File: src/fpd_pkg.sv
// ----------------------------------------------------------------------------
// fpd_pkg
// types and constants shared by the decimal display formatter
// ----------------------------------------------------------------------------
package fpd_pkg;

    // format descriptor of one row request
    typedef struct packed {
        logic       pad_zero;
        logic [3:0] width;
        logic [2:0] frac;
    } t_fmt;

    // converter and emitter sequencer
    typedef enum logic [1:0] {
        ST_IDLE,
        ST_CONV,
        ST_PREP,
        ST_EMIT
    } t_back_state;

    localparam int          FMT_BITS   = 8;
    localparam int          OUT_W      = 16;
    localparam int          QDEPTH     = 2;
    localparam logic [3:0]  SYM_BLANK  = 4'd10;
    localparam logic [3:0]  SYM_ZERO   = 4'd0;
    localparam logic [3:0]  BCD_ADJ_TH = 4'd5;
    localparam logic [3:0]  BCD_ADJ    = 4'd3;

endpackage

File: src/fpd_front.sv
// ----------------------------------------------------------------------------
// fpd_front
// accepts request words, clamps the row width and hands them to the queue
// ----------------------------------------------------------------------------
module fpd_front #(
    parameter int MAX_WIDTH  = 8,
    parameter int VALUE_BITS = 32,
    parameter int IN_W       = 40
) (
    input  logic                  i_clk,
    input  logic                  i_rst_n,
    input  logic                  i_s_tvalid,
    output logic                  o_s_tready,
    input  logic [IN_W-1:0]       i_s_tdata,
    output logic                  o_push,
    input  logic                  i_push_ready,
    output logic [VALUE_BITS-1:0] o_value,
    output fpd_pkg::t_fmt         o_fmt
);

    localparam logic [3:0] WMAX = (MAX_WIDTH > 15) ? 4'd15 : 4'(MAX_WIDTH);

    logic                  r_valid;
    logic [VALUE_BITS-1:0] r_value;
    fpd_pkg::t_fmt         r_fmt;
    fpd_pkg::t_fmt         w_fmt;
    logic [3:0]            w_width_raw;

    // unpack and classify the incoming word
    always_comb begin
        w_width_raw     = i_s_tdata[VALUE_BITS+6:VALUE_BITS+3];
        w_fmt.frac      = i_s_tdata[VALUE_BITS+2:VALUE_BITS];
        w_fmt.pad_zero  = i_s_tdata[VALUE_BITS+7];
        if (w_width_raw == 4'd0) begin
            w_fmt.width = 4'd1;
        end else if (w_width_raw > WMAX) begin
            w_fmt.width = WMAX;
        end else begin
            w_fmt.width = w_width_raw;
        end
    end

    assign o_s_tready = !r_valid || i_push_ready;
    assign o_push     = r_valid;
    assign o_value    = r_value;
    assign o_fmt      = r_fmt;

    // holding stage control
    always_ff @(posedge i_clk) begin
        if (!i_rst_n) begin
            r_valid <= 1'b0;
        end else if (o_s_tready) begin
            r_valid <= i_s_tvalid;
        end
    end

    // holding stage payload
    always_ff @(posedge i_clk) begin
        if (o_s_tready && i_s_tvalid) begin
            r_value <= i_s_tdata[VALUE_BITS-1:0];
            r_fmt   <= w_fmt;
        end
    end

endmodule

File: src/fpd_queue.sv
// ----------------------------------------------------------------------------
// fpd_queue
// two-entry request queue between front and back
// ----------------------------------------------------------------------------
module fpd_queue #(
    parameter int VALUE_BITS = 32
) (
    input  logic                  i_clk,
    input  logic                  i_rst_n,
    input  logic                  i_push,
    output logic                  o_push_ready,
    input  logic [VALUE_BITS-1:0] i_value,
    input  fpd_pkg::t_fmt         i_fmt,
    output logic                  o_valid,
    input  logic                  i_pop,
    output logic [VALUE_BITS-1:0] o_value,
    output fpd_pkg::t_fmt         o_fmt
);

    logic [VALUE_BITS-1:0] r_mem_value [fpd_pkg::QDEPTH];
    fpd_pkg::t_fmt         r_mem_fmt   [fpd_pkg::QDEPTH];
    logic                  r_wr;
    logic                  r_rd;
    logic [1:0]            r_cnt;
    logic                  w_wr_en;
    logic                  w_rd_en;

    assign o_push_ready = (r_cnt != 2'(fpd_pkg::QDEPTH));
    assign o_valid      = (r_cnt != 2'd0);
    assign w_wr_en      = i_push && o_push_ready;
    assign w_rd_en      = i_pop && o_valid;
    assign o_value      = r_mem_value[r_rd];
    assign o_fmt        = r_mem_fmt[r_rd];

    // pointers and fill count
    always_ff @(posedge i_clk) begin
        if (!i_rst_n) begin
            r_wr  <= 1'b0;
            r_rd  <= 1'b0;
            r_cnt <= 2'd0;
        end else begin
            if (w_wr_en) begin
                r_wr <= ~r_wr;
            end
            if (w_rd_en) begin
                r_rd <= ~r_rd;
            end
            if (w_wr_en && !w_rd_en) begin
                r_cnt <= r_cnt + 2'd1;
            end else if (!w_wr_en && w_rd_en) begin
                r_cnt <= r_cnt - 2'd1;
            end
        end
    end

    // entry storage
    always_ff @(posedge i_clk) begin
        if (w_wr_en) begin
            r_mem_value[r_wr] <= i_value;
            r_mem_fmt[r_wr]   <= i_fmt;
        end
    end

endmodule

File: src/fpd_back.sv
// ----------------------------------------------------------------------------
// fpd_back
// shift-add-3 binary to bcd conversion and per-column symbol emission
// ----------------------------------------------------------------------------
module fpd_back #(
    parameter int VALUE_BITS = 32
) (
    input  logic                       i_clk,
    input  logic                       i_rst_n,
    input  logic                       i_q_valid,
    output logic                       o_q_pop,
    input  logic [VALUE_BITS-1:0]      i_q_value,
    input  fpd_pkg::t_fmt              i_q_fmt,
    output logic                       o_m_tvalid,
    input  logic                       i_m_tready,
    output logic [fpd_pkg::OUT_W-1:0]  o_m_tdata,
    output logic                       o_m_tlast
);

    localparam int NDIG  = (VALUE_BITS * 77) / 256 + 1;
    localparam int NDIGB = (NDIG > 8) ? NDIG : 8;
    localparam int DW    = $clog2(NDIGB + 1);
    localparam int IW    = $clog2(NDIGB);
    localparam int CW    = $clog2(VALUE_BITS);

    fpd_pkg::t_back_state        r_state, n_state;
    logic [VALUE_BITS-1:0]       r_bin, n_bin;
    logic [NDIGB-1:0][3:0]       r_bcd, n_bcd;
    logic [NDIGB-1:0][3:0]       w_adj;
    logic [4*NDIGB-1:0]          w_adj_flat;
    logic [DW-1:0]               r_nd, n_nd;
    logic [CW-1:0]               r_cnt, n_cnt;
    fpd_pkg::t_fmt               r_fmt, n_fmt;
    logic [DW-1:0]               r_ndig, n_ndig;
    logic [DW-1:0]               r_pad, n_pad;
    logic                        r_ovf, n_ovf;
    logic [3:0]                  r_col, n_col;
    logic                        r_tvalid, n_tvalid;
    logic [fpd_pkg::OUT_W-1:0]   r_tdata, n_tdata;
    logic                        r_tlast, n_tlast;

    logic [DW-1:0]               w_min_dig;
    logic [DW-1:0]               w_width;
    logic [DW-1:0]               w_ndig;
    logic [DW-1:0]               w_col;
    logic [DW-1:0]               w_d;
    logic [DW-1:0]               w_idx;
    logic [DW-1:0]               w_dot_pos;
    logic                        w_is_pad;
    logic [3:0]                  w_sym;
    logic                        w_dot;
    logic                        w_slot_free;

    // add-3 adjust on every bcd digit
    always_comb begin
        for (int i = 0; i < NDIGB; i++) begin
            w_adj[i] = (r_bcd[i] >= fpd_pkg::BCD_ADJ_TH) ? r_bcd[i] + fpd_pkg::BCD_ADJ
                                                         : r_bcd[i];
        end
    end

    assign w_adj_flat = w_adj;

    // row geometry and the symbol of the current column
    always_comb begin
        w_min_dig = DW'(r_fmt.frac) + DW'(1);
        w_width   = DW'(r_fmt.width);
        w_ndig    = (r_nd > w_min_dig) ? r_nd : w_min_dig;
        w_col     = DW'(r_col);
        w_is_pad  = (w_col < r_pad);
        w_d       = w_col - r_pad;
        w_idx     = r_ndig - DW'(1) - w_d;
        w_dot_pos = r_ndig - DW'(r_fmt.frac) - DW'(1);
        if (w_is_pad) begin
            w_sym = r_fmt.pad_zero ? fpd_pkg::SYM_ZERO : fpd_pkg::SYM_BLANK;
        end else begin
            w_sym = r_bcd[w_idx[IW-1:0]];
        end
        w_dot       = (r_fmt.frac != 3'd0) && !w_is_pad && (w_d == w_dot_pos);
        w_slot_free = !r_tvalid || i_m_tready;
    end

    assign o_q_pop    = (r_state == fpd_pkg::ST_IDLE) && i_q_valid;
    assign o_m_tvalid = r_tvalid;
    assign o_m_tdata  = r_tdata;
    assign o_m_tlast  = r_tlast;

    // sequencer: next state and datapath loads
    always_comb begin
        n_state  = r_state;
        n_bin    = r_bin;
        n_bcd    = r_bcd;
        n_nd     = r_nd;
        n_cnt    = r_cnt;
        n_fmt    = r_fmt;
        n_ndig   = r_ndig;
        n_pad    = r_pad;
        n_ovf    = r_ovf;
        n_col    = r_col;
        n_tvalid = r_tvalid && !i_m_tready;
        n_tdata  = r_tdata;
        n_tlast  = r_tlast;
        case (r_state)
            fpd_pkg::ST_IDLE: begin
                if (i_q_valid) begin
                    n_bin   = i_q_value;
                    n_bcd   = '0;
                    n_nd    = '0;
                    n_cnt   = CW'(VALUE_BITS - 1);
                    n_fmt   = i_q_fmt;
                    n_state = fpd_pkg::ST_CONV;
                end
            end
            fpd_pkg::ST_CONV: begin
                n_bcd = {w_adj_flat[4*NDIGB-2:0], r_bin[VALUE_BITS-1]};
                n_bin = {r_bin[VALUE_BITS-2:0], 1'b0};
                // the significant digit count grows by at most one per shift
                if ((r_nd < DW'(NDIGB)) && (n_bcd[r_nd[IW-1:0]] != 4'd0)) begin
                    n_nd = r_nd + DW'(1);
                end
                n_cnt = r_cnt - CW'(1);
                if (r_cnt == '0) begin
                    n_state = fpd_pkg::ST_PREP;
                end
            end
            fpd_pkg::ST_PREP: begin
                n_ndig  = w_ndig;
                n_ovf   = (w_ndig > w_width);
                n_pad   = (w_ndig > w_width) ? '0 : w_width - w_ndig;
                n_col   = 4'd0;
                n_state = fpd_pkg::ST_EMIT;
            end
            fpd_pkg::ST_EMIT: begin
                if (w_slot_free) begin
                    n_tvalid = 1'b1;
                    n_tdata  = {7'd0, r_ovf, w_dot, w_sym, r_col[2:0]};
                    n_tlast  = (r_col == r_fmt.width - 4'd1);
                    n_col    = r_col + 4'd1;
                    if (r_col == r_fmt.width - 4'd1) begin
                        n_state = fpd_pkg::ST_IDLE;
                    end
                end
            end
            default: begin
                n_state = fpd_pkg::ST_IDLE;
            end
        endcase
    end

    // control registers
    always_ff @(posedge i_clk) begin
        if (!i_rst_n) begin
            r_state  <= fpd_pkg::ST_IDLE;
            r_tvalid <= 1'b0;
        end else begin
            r_state  <= n_state;
            r_tvalid <= n_tvalid;
        end
    end

    // datapath registers
    always_ff @(posedge i_clk) begin
        r_bin   <= n_bin;
        r_bcd   <= n_bcd;
        r_nd    <= n_nd;
        r_cnt   <= n_cnt;
        r_fmt   <= n_fmt;
        r_ndig  <= n_ndig;
        r_pad   <= n_pad;
        r_ovf   <= n_ovf;
        r_col   <= n_col;
        r_tdata <= n_tdata;
        r_tlast <= n_tlast;
    end

endmodule

File: src/fixed_point_decimal_display_formatter.sv
// Path: an accepted word goes through the front holding register and the queue to the back end,
// which converts it with the one-bit-per-cycle shift-add-3 converter (ST_CONV), sizes the row
// (ST_PREP) and then emits one position per cycle while the output is not stalled (ST_EMIT).
// A two-entry queue lets the front take the next words while a row is still being emitted.
// Reset: synchronous, active low; clears the handshake and sequencer state only.
// ----------------------------------------------------------------------------
// fixed_point_decimal_display_formatter
// formats an unsigned count as a right-aligned decimal row with an optional decimal point
// ----------------------------------------------------------------------------
module fixed_point_decimal_display_formatter #(
    parameter int MAX_WIDTH  = 8,
    parameter int VALUE_BITS = 32
) (
    input  logic                             i_clk,
    input  logic                             i_rst_n,
    input  logic                             i_s_axis_tvalid,
    output logic                             o_s_axis_tready,
    // value, frac_digits[2:0], width[3:0], pad_zero, zero fill
    input  logic [((VALUE_BITS+15)/8)*8-1:0] i_s_axis_tdata,
    output logic                             o_m_axis_tvalid,
    input  logic                             i_m_axis_tready,
    // position[2:0], symbol[3:0], dot_after, overflow, zero fill
    output logic [fpd_pkg::OUT_W-1:0]        o_m_axis_tdata,
    // last position of the row
    output logic                             o_m_axis_tlast
);

    localparam int IN_W = ((VALUE_BITS + 15) / 8) * 8;

    logic                  w_push;
    logic                  w_push_ready;
    logic [VALUE_BITS-1:0] w_f_value;
    fpd_pkg::t_fmt         w_f_fmt;
    logic                  w_q_valid;
    logic                  w_q_pop;
    logic [VALUE_BITS-1:0] w_q_value;
    fpd_pkg::t_fmt         w_q_fmt;

    // request intake and width clamp
    fpd_front #(
        .MAX_WIDTH  (MAX_WIDTH),
        .VALUE_BITS (VALUE_BITS),
        .IN_W       (IN_W)
    ) u_front (
        .i_clk        (i_clk),
        .i_rst_n      (i_rst_n),
        .i_s_tvalid   (i_s_axis_tvalid),
        .o_s_tready   (o_s_axis_tready),
        .i_s_tdata    (i_s_axis_tdata),
        .o_push       (w_push),
        .i_push_ready (w_push_ready),
        .o_value      (w_f_value),
        .o_fmt        (w_f_fmt)
    );

    // request queue
    fpd_queue #(
        .VALUE_BITS (VALUE_BITS)
    ) u_queue (
        .i_clk        (i_clk),
        .i_rst_n      (i_rst_n),
        .i_push       (w_push),
        .o_push_ready (w_push_ready),
        .i_value      (w_f_value),
        .i_fmt        (w_f_fmt),
        .o_valid      (w_q_valid),
        .i_pop        (w_q_pop),
        .o_value      (w_q_value),
        .o_fmt        (w_q_fmt)
    );

    // conversion and emission
    fpd_back #(
        .VALUE_BITS (VALUE_BITS)
    ) u_back (
        .i_clk      (i_clk),
        .i_rst_n    (i_rst_n),
        .i_q_valid  (w_q_valid),
        .o_q_pop    (w_q_pop),
        .i_q_value  (w_q_value),
        .i_q_fmt    (w_q_fmt),
        .o_m_tvalid (o_m_axis_tvalid),
        .i_m_tready (i_m_axis_tready),
        .o_m_tdata  (o_m_axis_tdata),
        .o_m_tlast  (o_m_axis_tlast)
    );

endmodule

File: config.mk
export PLATFORM = sky130hd
export DESIGN_NAME = fixed_point_decimal_display_formatter
export DESIGN_NICKNAME = d
export VERILOG_FILES = /design/src/fpd_pkg.sv /design/src/fpd_front.sv /design/src/fpd_queue.sv /design/src/fpd_back.sv /design/src/fixed_point_decimal_display_formatter.sv
export SDC_FILE = /design/constraint.sdc
export NUM_CORES = 1
export LEC_CHECK = 0
export ABC_AREA = 0
export BUFFER_PORTS_ARGS = -buffer_cell sky130_fd_sc_hd__buf_2
export CAP_MARGIN = 10
export CORE_MARGIN = 1.5
export CORE_UTILIZATION = 40
export CTS_CLUSTER_SIZE = 20
export DETAILED_ROUTE_END_ITERATION = 8
export SLEW_MARGIN = 20
export SYNTH_ARGS = -nofsm -noshare
export SYNTH_HDL_FRONTEND = slang
export SYNTH_HIERARCHICAL = 1
export SYNTH_SLANG_ARGS = --single-unit
export TNS_END_PERCENT = 30
File: constraint.sdc
create_clock -name i_clk -period 3.8 [get_ports i_clk]
set_clock_uncertainty 0.1 [all_clocks]
set_input_delay 0.57 -clock i_clk [delete_from_list [all_inputs] [get_ports i_clk]]
set_output_delay 0.57 -clock i_clk [all_outputs]
set_load 0.05 [all_outputs]
After elaboration in Yosys (flattened, before gate mapping)

Memory sizes are Yosys's and may differ from the RTL's. A register that Yosys moved wholly into a read port is not among the register bits.
Index checks and enable logic that the tools add are counted.

Add/subtract/negate cells: 23
Magnitude comparators: 17
Equal/unequal tests: 11
Multiplexer cells: 42
Bitwise operators: 2
Reductions and logical operators: 34

Operators with widths:

| kind                  | count |
|---|---|
| $pmux W40 S2          | 1 |
| $mux W4               | 18 |
| $pmux W32 S2          | 1 |
| $ge A4 B3 Y1 const B  | 10 |
| $mux W40              | 1 |
| $add A4 B2 Y4 const B | 9 |
| $bmux W4 S4           | 2 |
| $mux W32              | 1 |
| $pmux W4 S2           | 2 |
| $mux W2               | 6 |
| $sub A4 B1 Y4 const B | 3 |
| $sub A4 B4 Y4         | 3 |
| $logic_and A1 B1 Y1   | 10 |
| $lt A4 B5 Y1 const B  | 2 |
| $ne A2 B1 Y1 const B  | 5 |
| $pmux W5 S2           | 1 |
| $add A4 B1 Y4 const B | 2 |
| $eq A4 B4 Y1          | 2 |
| $gt A4 B4 Y1          | 2 |
| $pmux W2 S4           | 1 |
| $reduce_and A2 Y1     | 4 |
| $reduce_bool A2 Y1    | 4 |
| $logic_not A1 Y1      | 6 |
| $mux W1               | 6 |
| other kinds (24)      | 27 |

Register bits: 152
Memory bits (writable): 80
Input port bits: 44
Output and inout bits: 19
Memories: 2

Memories:

| name                | depth | bits a word | read ports | clocked after Yosys merged registers in | write ports | RTL line        | text |
|---|---|---|---|---|---|---|---|
| u_queue.r_mem_value | 2     | 32          | 1          | 1                                       | 1           | fpd_queue.sv:20 | `logic [VALUE_BITS-1:0] r_mem_value [fpd_pkg::QDEPTH];` |
| u_queue.r_mem_fmt   | 2     | 8           | 1          | 1                                       | 1           | fpd_queue.sv:21 | `fpd_pkg::t_fmt r_mem_fmt [fpd_pkg::QDEPTH];` |

Depth between registers and ports, before layout

Gate-level depths: netlist of run 1.

Depth after elaboration: 8
Mapped depth: 16
Gate-level depth less buffers: 16

By module

The synthesis of run 1 kept the hierarchy.

By module, submodules not included:

| module    | instances | cells an instance | area an instance (um^2) | sequential area each (um^2) |
|---|---|---|---|---|
| fpd_back  | 1         | 588               | 6837.8                  | 3423.3 |
| fpd_queue | 1         | 148               | 3115.5                  | 2502.4 |
| fpd_front | 1         | 50                | 1288.7                  | 1221.2 |

Least setup slack after synthesis of run 1

Ideal clock, no wire load.

Path kind: register -> register
Start point: register u_back.r_state[0]
End point: register u_back.r_nd[0] (enable)
Library setup time: 382 ps
Arrival time: 3175 ps
Required time: 3318 ps
Path slack: 142 ps
Cell stages (with the launch flop): 10
Clock period less this slack: 3658 ps
Cells stage by stage: dfxtp_1 inv_1 ha_1 and2_1 a21oi_1 inv_1 nand3_1 a31oi_1 a31oi_1 o311ai_0

Longest elaborated chain between the ends: 3
Elaborated cells between the ends (all ways): 6
Classes of those cells: eq/ne (3); reduce/logical (3)

RTL lines:

| item                                                                       | RTL line        | text |
|---|---|---|
| start: declaration                                                         | fpd_back.sv:26  | `fpd_pkg::t_back_state r_state, n_state;` |
| start signal: assignment                                                   | fpd_back.sv:153 | `r_state <= fpd_pkg::ST_IDLE;` |
| start signal: assignment                                                   | fpd_back.sv:156 | `r_state <= n_state;` |
| $eq A2 B1 Y1 / $logic_not A2 Y1 (equally long branches)                    | fpd_back.sv:103 | `case (r_state)` |
| $ne A2 B1 Y1 (no source line) / $reduce_bool A2 Y1 (equally long branches) | -               |  |
| $reduce_and A3 Y1 (no source line) (*)                                     | -               |  |
| end signal: assignment                                                     | fpd_back.sv:165 | `r_nd <= n_nd;` |
| end: declaration                                                           | fpd_back.sv:31  | `logic [DW-1:0] r_nd, n_nd;` |

Every way passes the cells marked *; elsewhere a longest branch is shown, timed or not.
A chain may end at the register's enable or synchronous reset.

Final worst setup path of run 1

Start point: register u_back/r_fmt[1] (netlist bit)
End point: register u_back.r_pad[3], data pin

Longest elaborated chain between the ends: 4
Elaborated cells between the ends (all ways): 5
Classes of those cells: add/sub (2); order compare (2); mux (1)

RTL lines:

| item                                                 | RTL line        | text |
|---|---|---|
| start: declaration                                   | fpd_back.sv:33  | `fpd_pkg::t_fmt r_fmt, n_fmt;` |
| start signal: assignment                             | fpd_back.sv:167 | `r_fmt <= n_fmt;` |
| $add A3 B1 Y4 (*)                                    | fpd_back.sv:66  | `w_min_dig = DW'(r_fmt.frac) + DW'(1);` |
| $gt A4 B4 Y1 (*)                                     | fpd_back.sv:68  | `w_ndig = (r_nd > w_min_dig) ? r_nd : w_min_dig;` |
| $mux W4 (*)                                          | fpd_back.sv:68  |  |
| net u_back.w_ndig[0]                                 | fpd_back.sv:44  | `logic [DW-1:0] w_ndig;` |
| $sub A4 B4 Y4 / $gt A4 B4 Y1 (equally long branches) | fpd_back.sv:129 | `n_pad = (w_ndig > w_width) ? '0 : w_width - w_ndig;` |
| end signal: assignment                               | fpd_back.sv:169 | `r_pad <= n_pad;` |
| end: declaration                                     | fpd_back.sv:35  | `logic [DW-1:0] r_pad, n_pad;` |

The timed path passes the listed nets; every way through them passes the cells marked *.

==> results of run 1 <==
sequential cells by signal (all words and copies together), names as in the netlist, named ones only:
name,cells
u_queue/r_rd,1
u_back/r_col,4
u_queue/r_cnt,2
u_back/r_pad,4
u_back/r_cnt,5
u_front/o_push,1
u_back/o_m_tvalid,1
u_back/w_width,4
u_back/r_ovf,1
u_back/r_ndig,4
u_back/r_bcd,40
u_back/r_state,2
u_back/o_m_tlast,1
u_queue/r_wr,1
u_front/o_value,32
u_queue/r_mem_fmt,16
u_back/o_m_tdata,9
u_back/r_nd,4
u_queue/r_mem_value,64
u_front/o_fmt,8
u_back/r_fmt,4
u_back/r_bin,32
metal layers:
layer	GRT usage, %	wire length [um]
met1	18.1	8960
met2	23.4	9050
met3	2.31	741
met4	3.81	393
met5	0	0
worst max-delay path, cell delays in order (launching register included):
cell,delay [ns]
edfxtp_1,0.41
inv_1,0.16
ha_1,0.27
inv_1,0.06
ha_1,0.23
nand2b_1,0.10
a21oi_1,0.07
o211a_1,0.22
o21ai_2,0.23
nor2_1,0.07
a21oi_1,0.19
ha_1,0.18
inv_1,0.05
fa_1,0.40
a21o_1,0.19
a21oi_2,0.22
nor2_1,0.08
cells by family (layout without fill, tap and decap cells):
family                     after synthesis  after routing  synth area share (%)
AOI/OAI and AO/OA                      100            100                  5.58
xor gates and xnor gates                37             37                  2.88
adders and majority gates               53             53                  6.17
buffers and inverters                   74            163                  2.76
DFF                                    241            241                  63.6
muxes                                   93             93                  9.99
other                                    1              7                0.0334
and+or+nand+nor                        187            187                  9.02
stage by stage:
step | hold slack (ns) | setup slack, ns | util [%]
floorplan | 0.300 | 0.142 | -
finish | 0.105 | 0.320 | 46.5
detailed placement | 0.330 | 0.0772 | 43.2
global placement | 0.322 | 0.224 | 43.2
CTS | 0.0768 | 0.0605 | 46.5
global route | 0.0790 | 0.0608 | 46.5
synth_stat cells, types with 12 or more instances:
master	count
a21oi_1	35
nand2b_1	16
nor3b_1	12
nand2_1	29
and2_1	19
nor2b_1	14
inv_1	48
mux2_2	74
nor2_1	46
xnor2_1	29
ha_1	49
o21ai_0	17
edfxtp_1	232
area by class of cell:
| cell class | instances | area (um2) |
|---|---|---|
| Clock buffer | 31 | 691 |
| Clock inverter | 19 | 220 |
| Fill cell | 2453 | 14800 |
| Inverter | 49 | 184 |
| Multi-Input combinational cell | 477 | 3820 |
| Sequential cell | 241 | 7150 |
| Tap cell | 378 | 473 |
| Timing Repair Buffer | 64 | 347 |
how the worst max path moves through the flow:
stage | end | start | depth (start not counted) | slack [ns]
global placement | u_back/r_pad[2] | u_back/r_fmt[0] | 16 | 0.22
CTS | u_back/r_pad[3] | u_back/r_fmt[1] | 16 | 0.06
finish | u_back/r_pad[3] | u_back/r_fmt[1] | 16 | 0.32
global route | u_back/r_pad[2] | u_back/r_fmt[1] | 16 | 0.06
floorplan | u_back/r_nd[0] | u_back/r_state[0] | 9 | 0.14
detailed placement | u_back/r_pad[3] | u_back/r_fmt[1] | 16 | 0.08
report_power, final:
part | internal, uW | total (uW) | switching [uW] | leakage [uW]
logic | 2020 | 4450 | 2430 | 0.00198
registers | 4030 | 4630 | 598 | 0.00225
clock network | 1590 | 2630 | 1040 | 0.000439
total | 7630 | 11700 | 4070 | 0.00466
==> run metrics, run 1 <==
boundary pin count=63; WP data arrival=between 3 and 4 ns; cell count after synthesis=786; Critical Setup Path Class=register to register; CP required=3.99 ns; Synth warnings=6; Post-DRT Antenna Nets=0; worst skew pair latency=0.54 ns; top_reg_cell synth=edfxtp_1; Via density=4.89; Slew headroom=31.4%; Power, Total=between 10000 and 15000 uW; CORE AREA=~28000 um2; First-pass DRT Iterations=4; final count of pins violating max slew=0; fin crit period=roughly 3.5 ns; Highest Clock Rate=approximately 290 MHz; Net count, final=between 900 and 1000; Initial Utilization=between 40% and 50%; TNS Setup=0 ns; Critical Path End Type=register; Hold Vio Cnt, Final=0; Cell Area, Synth=approximately 11000 um2; synthesis-stage register bit count=about 240; IO buf count=55; final wirelength=19100 um; crit-path max FO=5; most frequent cells in the layout=edfxtp_1 (232), mux2_2 (74), buf_2 (55); placed cells=about 1200; synth top area cells=edfxtp_1 (62%), mux2_2 (7.4%), ha_1 (5.5%), xnor2_1 (2.3%), dfxtp_1 (1.6%); hold-fix buffers at CTS=0; PD cells=slightly above 900 nW/um2; CTS Root Cell=clkbuf_16; worst min path class=primary input to register; hold path depth=1; first-pass GRT wire length=~32000 um; commonest non-fill, non-tap cell in the layout=edfxtp_1; maximum VDD drop=approximately 670 uV; n_diodes=0; row count=between 60 and 70; reg2reg setup slack=between 0.3 and 0.4 ns; post-CTS sizing=0; syn_area_per_cell=~14 um2; min-delay src=i_s_axis_tdata[11]; vias=6156; status=complete, no violations; WL/cell=about 15 um; die width=171 um; Die Ht=~170 um; hpwl dp=about 12000 um; sequential share of the synthesized area=63.6%; Area growth syn-to-layout=14.6%; final non-filler cell total=about 1300; CTS sink count=between 200 and 250; CTS buffer count=27; Reg2Reg Depth=16; Post CTS Setup Buffer Count=0; top cell type's share of synthesized area=between 60% and 70%; Post-synth EDFFs=around 230; crit share post-route=91.6%; Lkg Pwr=~0.0047 uW; RSZ-0062 raised after global routing=false; Bufs on Longest Clock Path=3; RD Place Congestion=between 0.7 and 0.8; H-tree depth=1; GRT Overall Usage=between 10% and 20%; asr flop ratio synth=0%; Startpoint Class=register; largest net degree at the start of global routing=~80; number of global-route vias before repair=6278; final setup fails=0; design area=about 13000 um2; CTS tree=yes; RR Endpoint=u_back/r_pad[3]; CTS clk-pin slew, worst paths=0.06 ns; share of layout cells above drive strength 1=a little under a quarter; die area=29100 um2; total grt overflow=0; DRC violations left=0; reg2reg start=u_back/r_fmt[1]; initial DRC count=around 260; antenna violations before repair=0; DP Area=12000 um2; Cell variety after synth=between 50 and 60; post-synth top area cell=edfxtp_1; Min-Delay Endpoint=u_front/o_value[11]; MaxCap Viol Count=0; Worst Tran Pin Value=roughly 1.0 ns
Note: power is estimated with default switching activity, not from simulation.
==> run 2, diff against run 1 <==
--- a/config.mk
+++ b/config.mk
@@ -8,10 +8,13 @@
 export ABC_AREA = 0
 export BUFFER_PORTS_ARGS = -buffer_cell sky130_fd_sc_hd__buf_2
 export CAP_MARGIN = 10
+export CELL_PAD_IN_SITES_DETAIL_PLACEMENT = 1
+export CELL_PAD_IN_SITES_GLOBAL_PLACEMENT = 1
 export CORE_MARGIN = 1.5
 export CORE_UTILIZATION = 40
 export CTS_CLUSTER_SIZE = 20
 export DETAILED_ROUTE_END_ITERATION = 8
+export PLACE_DENSITY_LB_ADDON = 0.1
 export SLEW_MARGIN = 20
 export SYNTH_ARGS = -nofsm -noshare
 export SYNTH_HDL_FRONTEND = slang
==> run metrics, run 2 (synthesis results as in run 1) <==
status=complete, no violations; final setup fails=0; PD cells=a little over 900 nW/um2; CTS Root Cell=clkbuf_16; CTS tree=yes; hold-fix buffers at CTS=0; TNS Setup=0 ns; boundary pin count=63; commonest non-fill, non-tap cell in the layout=edfxtp_1; die width=171 um; maximum VDD drop=a little over 400 uV; Critical Path End Type=register; Area growth syn-to-layout=14.5%; GR Util met2=between 20 and 30%; Clk pwr share=a little over a fifth; First-pass DRT Iterations=4; Critical Setup Path Class=register to register; Die Ht=171 um; Net count, final=between 900 and 1000; row count=61; number of global-route vias before repair=6805; RSZ-0062 raised after global routing=false; CTS sink count=241; WL/cell=17.4 um; n_diodes=0; IO buf count=55; sequential power share=about two fifths; MaxCap Viol Count=0; Slew headroom=between 20% and 30%; biggest regs=u_queue/r_mem_value: 64 flops, u_back/r_bcd: 40 flops; vias=6286; fin crit period=3.54 ns; Initial Utilization=between 40% and 50%; crit-path cells=inv_1, ha_1, inv_1, ha_1, nand2b_1, a21oi_1, o211a_1, o21ai_4, nor2_1, a21oi_1, ha_1, inv_1, fa_1, a21o_1, a21oi_2, nor2_1; CTS clk-pin slew, worst paths=approximately 0.06 ns; worst min path class=primary input to register; most frequent cells in the layout=edfxtp_1 (232), mux2_2 (74), buf_2 (55); Highest Clock Rate=282 MHz; DP Area=12000 um2; initial DRC count=between 200 and 300; H-tree depth=1; final count of pins violating max slew=0; internal power=around 7600 uW; GR met3 Demand/Resource=2.43%; crit-path max FO=5; NetSw=about 4200 uW; final wirelength=21900 um; most used routing layer=met2; crit share post-route=93.2%; GRT met1 Usage=19.1%; design area=12900 um2; Bufs on Longest Clock Path=3; worst skew pair latency=0.54 ns; total grt overflow=0; antenna violations before repair=0; GRT Overall Usage=~16%; Hold Vio Cnt, Final=0; first-pass GRT wire length=roughly 36000 um; die area=around 29000 um2; largest net degree at the start of global routing=78; Lkg Pwr=0.00466 uW; hpwl dp=about 15000 um; WP data arrival=3.73 ns; CP required=between 3 and 4 ns; CORE AREA=approximately 28000 um2; Worst Tran Pin Value=between 1 and 1.5 ns; Logic pwr share=38.9%; Via density=about 5; Crit path largest cell delay=0.42 ns; Largest Register=u_queue/r_mem_value; Post-DRT Antenna Nets=0; RD Place Congestion=0.795; Startpoint Class=register; DRC violations left=0; CP max stage cell=edfxtp_1; sw frac=a little over a third; share of layout cells above drive strength 1=a little under a quarter; CTS buffer count=27; max reg flops=between 60 and 70
## run 2: cell types whose count changed in the layout (fill, tap and decap cells not counted), sizes merged
cell / change
buf: +1
clkbuf: +1
clkinv: +1
clkinvlp: -2
inv: -1
## run 2: metrics by stage
stage / utilization, % / hold slack (ns) / instances / worst slack [ns] / total power (uW)
after detailed placement: 43.2 / 0.331 / 1210 / -0.00678 / 9370
after floorplan: - / 0.300 / 792 / 0.142 / 8040
after global placement: 43.2 / 0.322 / 1210 / 0.241 / 9100
final: 46.4 / 0.105 / 1259 / 0.258 / 11900
after CTS: 46.4 / 0.0787 / 1259 / 0.0843 / 12100
after global routing: 46.4 / 0.0827 / 1259 / 0.0153 / 12800
## run 2: routing by layer
metal	routed length, um	share of wire (%)
met3	746	3.4
met1	9540	44
met4	491	2.2
met5	0	0
met2	11100	51
## run 2: timing repair
item,in CTS,in global routing
gates resized for setup,1,2
setup buffers,0,0
setup endpoints to repair,1,5
## run 2: cell type report
| type | count | area, um2 |
|---|---|---|
| clock buffers | 32 | 694 |
| clock inverters | 17 | 193 |
| fillers | 2812 | 14800 |
| inverters | 49 | 184 |
| multi-input cells | 477 | 3830 |
| flip-flops and latches | 241 | 7150 |
| well taps | 378 | 473 |
| repair buffers | 65 | 350 |
## run 2: power by group through the flow
stage	Clock (uW)	Combinational [uW]	Sequential [uW]
4_1_cts	2700	4690	4670
5_1_grt	2780	5210	4770
3_5_place_dp	0	4650	4710
3_3_place_gp	0	4420	4680
6_report	2610	4620	4650
2_1_floorplan	0	3590	4450
## run 2: path summary, 6_finish.rpt
kind | depth (start not counted) | from | slack, ns | to
setup / recovery | 16 | u_back/r_fmt[1] | 0.26 | u_back/r_pad[3]
hold / removal | 1 | i_s_axis_tdata[4] | 0.11 | u_front/o_value[4]
setup reg to reg | 16 | u_back/r_fmt[1] | 0.26 | u_back/r_pad[3]
hold reg to reg | 0 | u_front/o_value[5] | 0.34 | u_queue/r_mem_value[1][5]
## run 2: worst max-delay path: cells and delay by family, from the launching register on
family / cells / cell delay, ns
fa+ha+maj: 4 / 1.10
simple gates: 3 / 0.26
compound gates: 6 / 1.11
buf+inv: 3 / 0.30
flops: 1 / 0.42
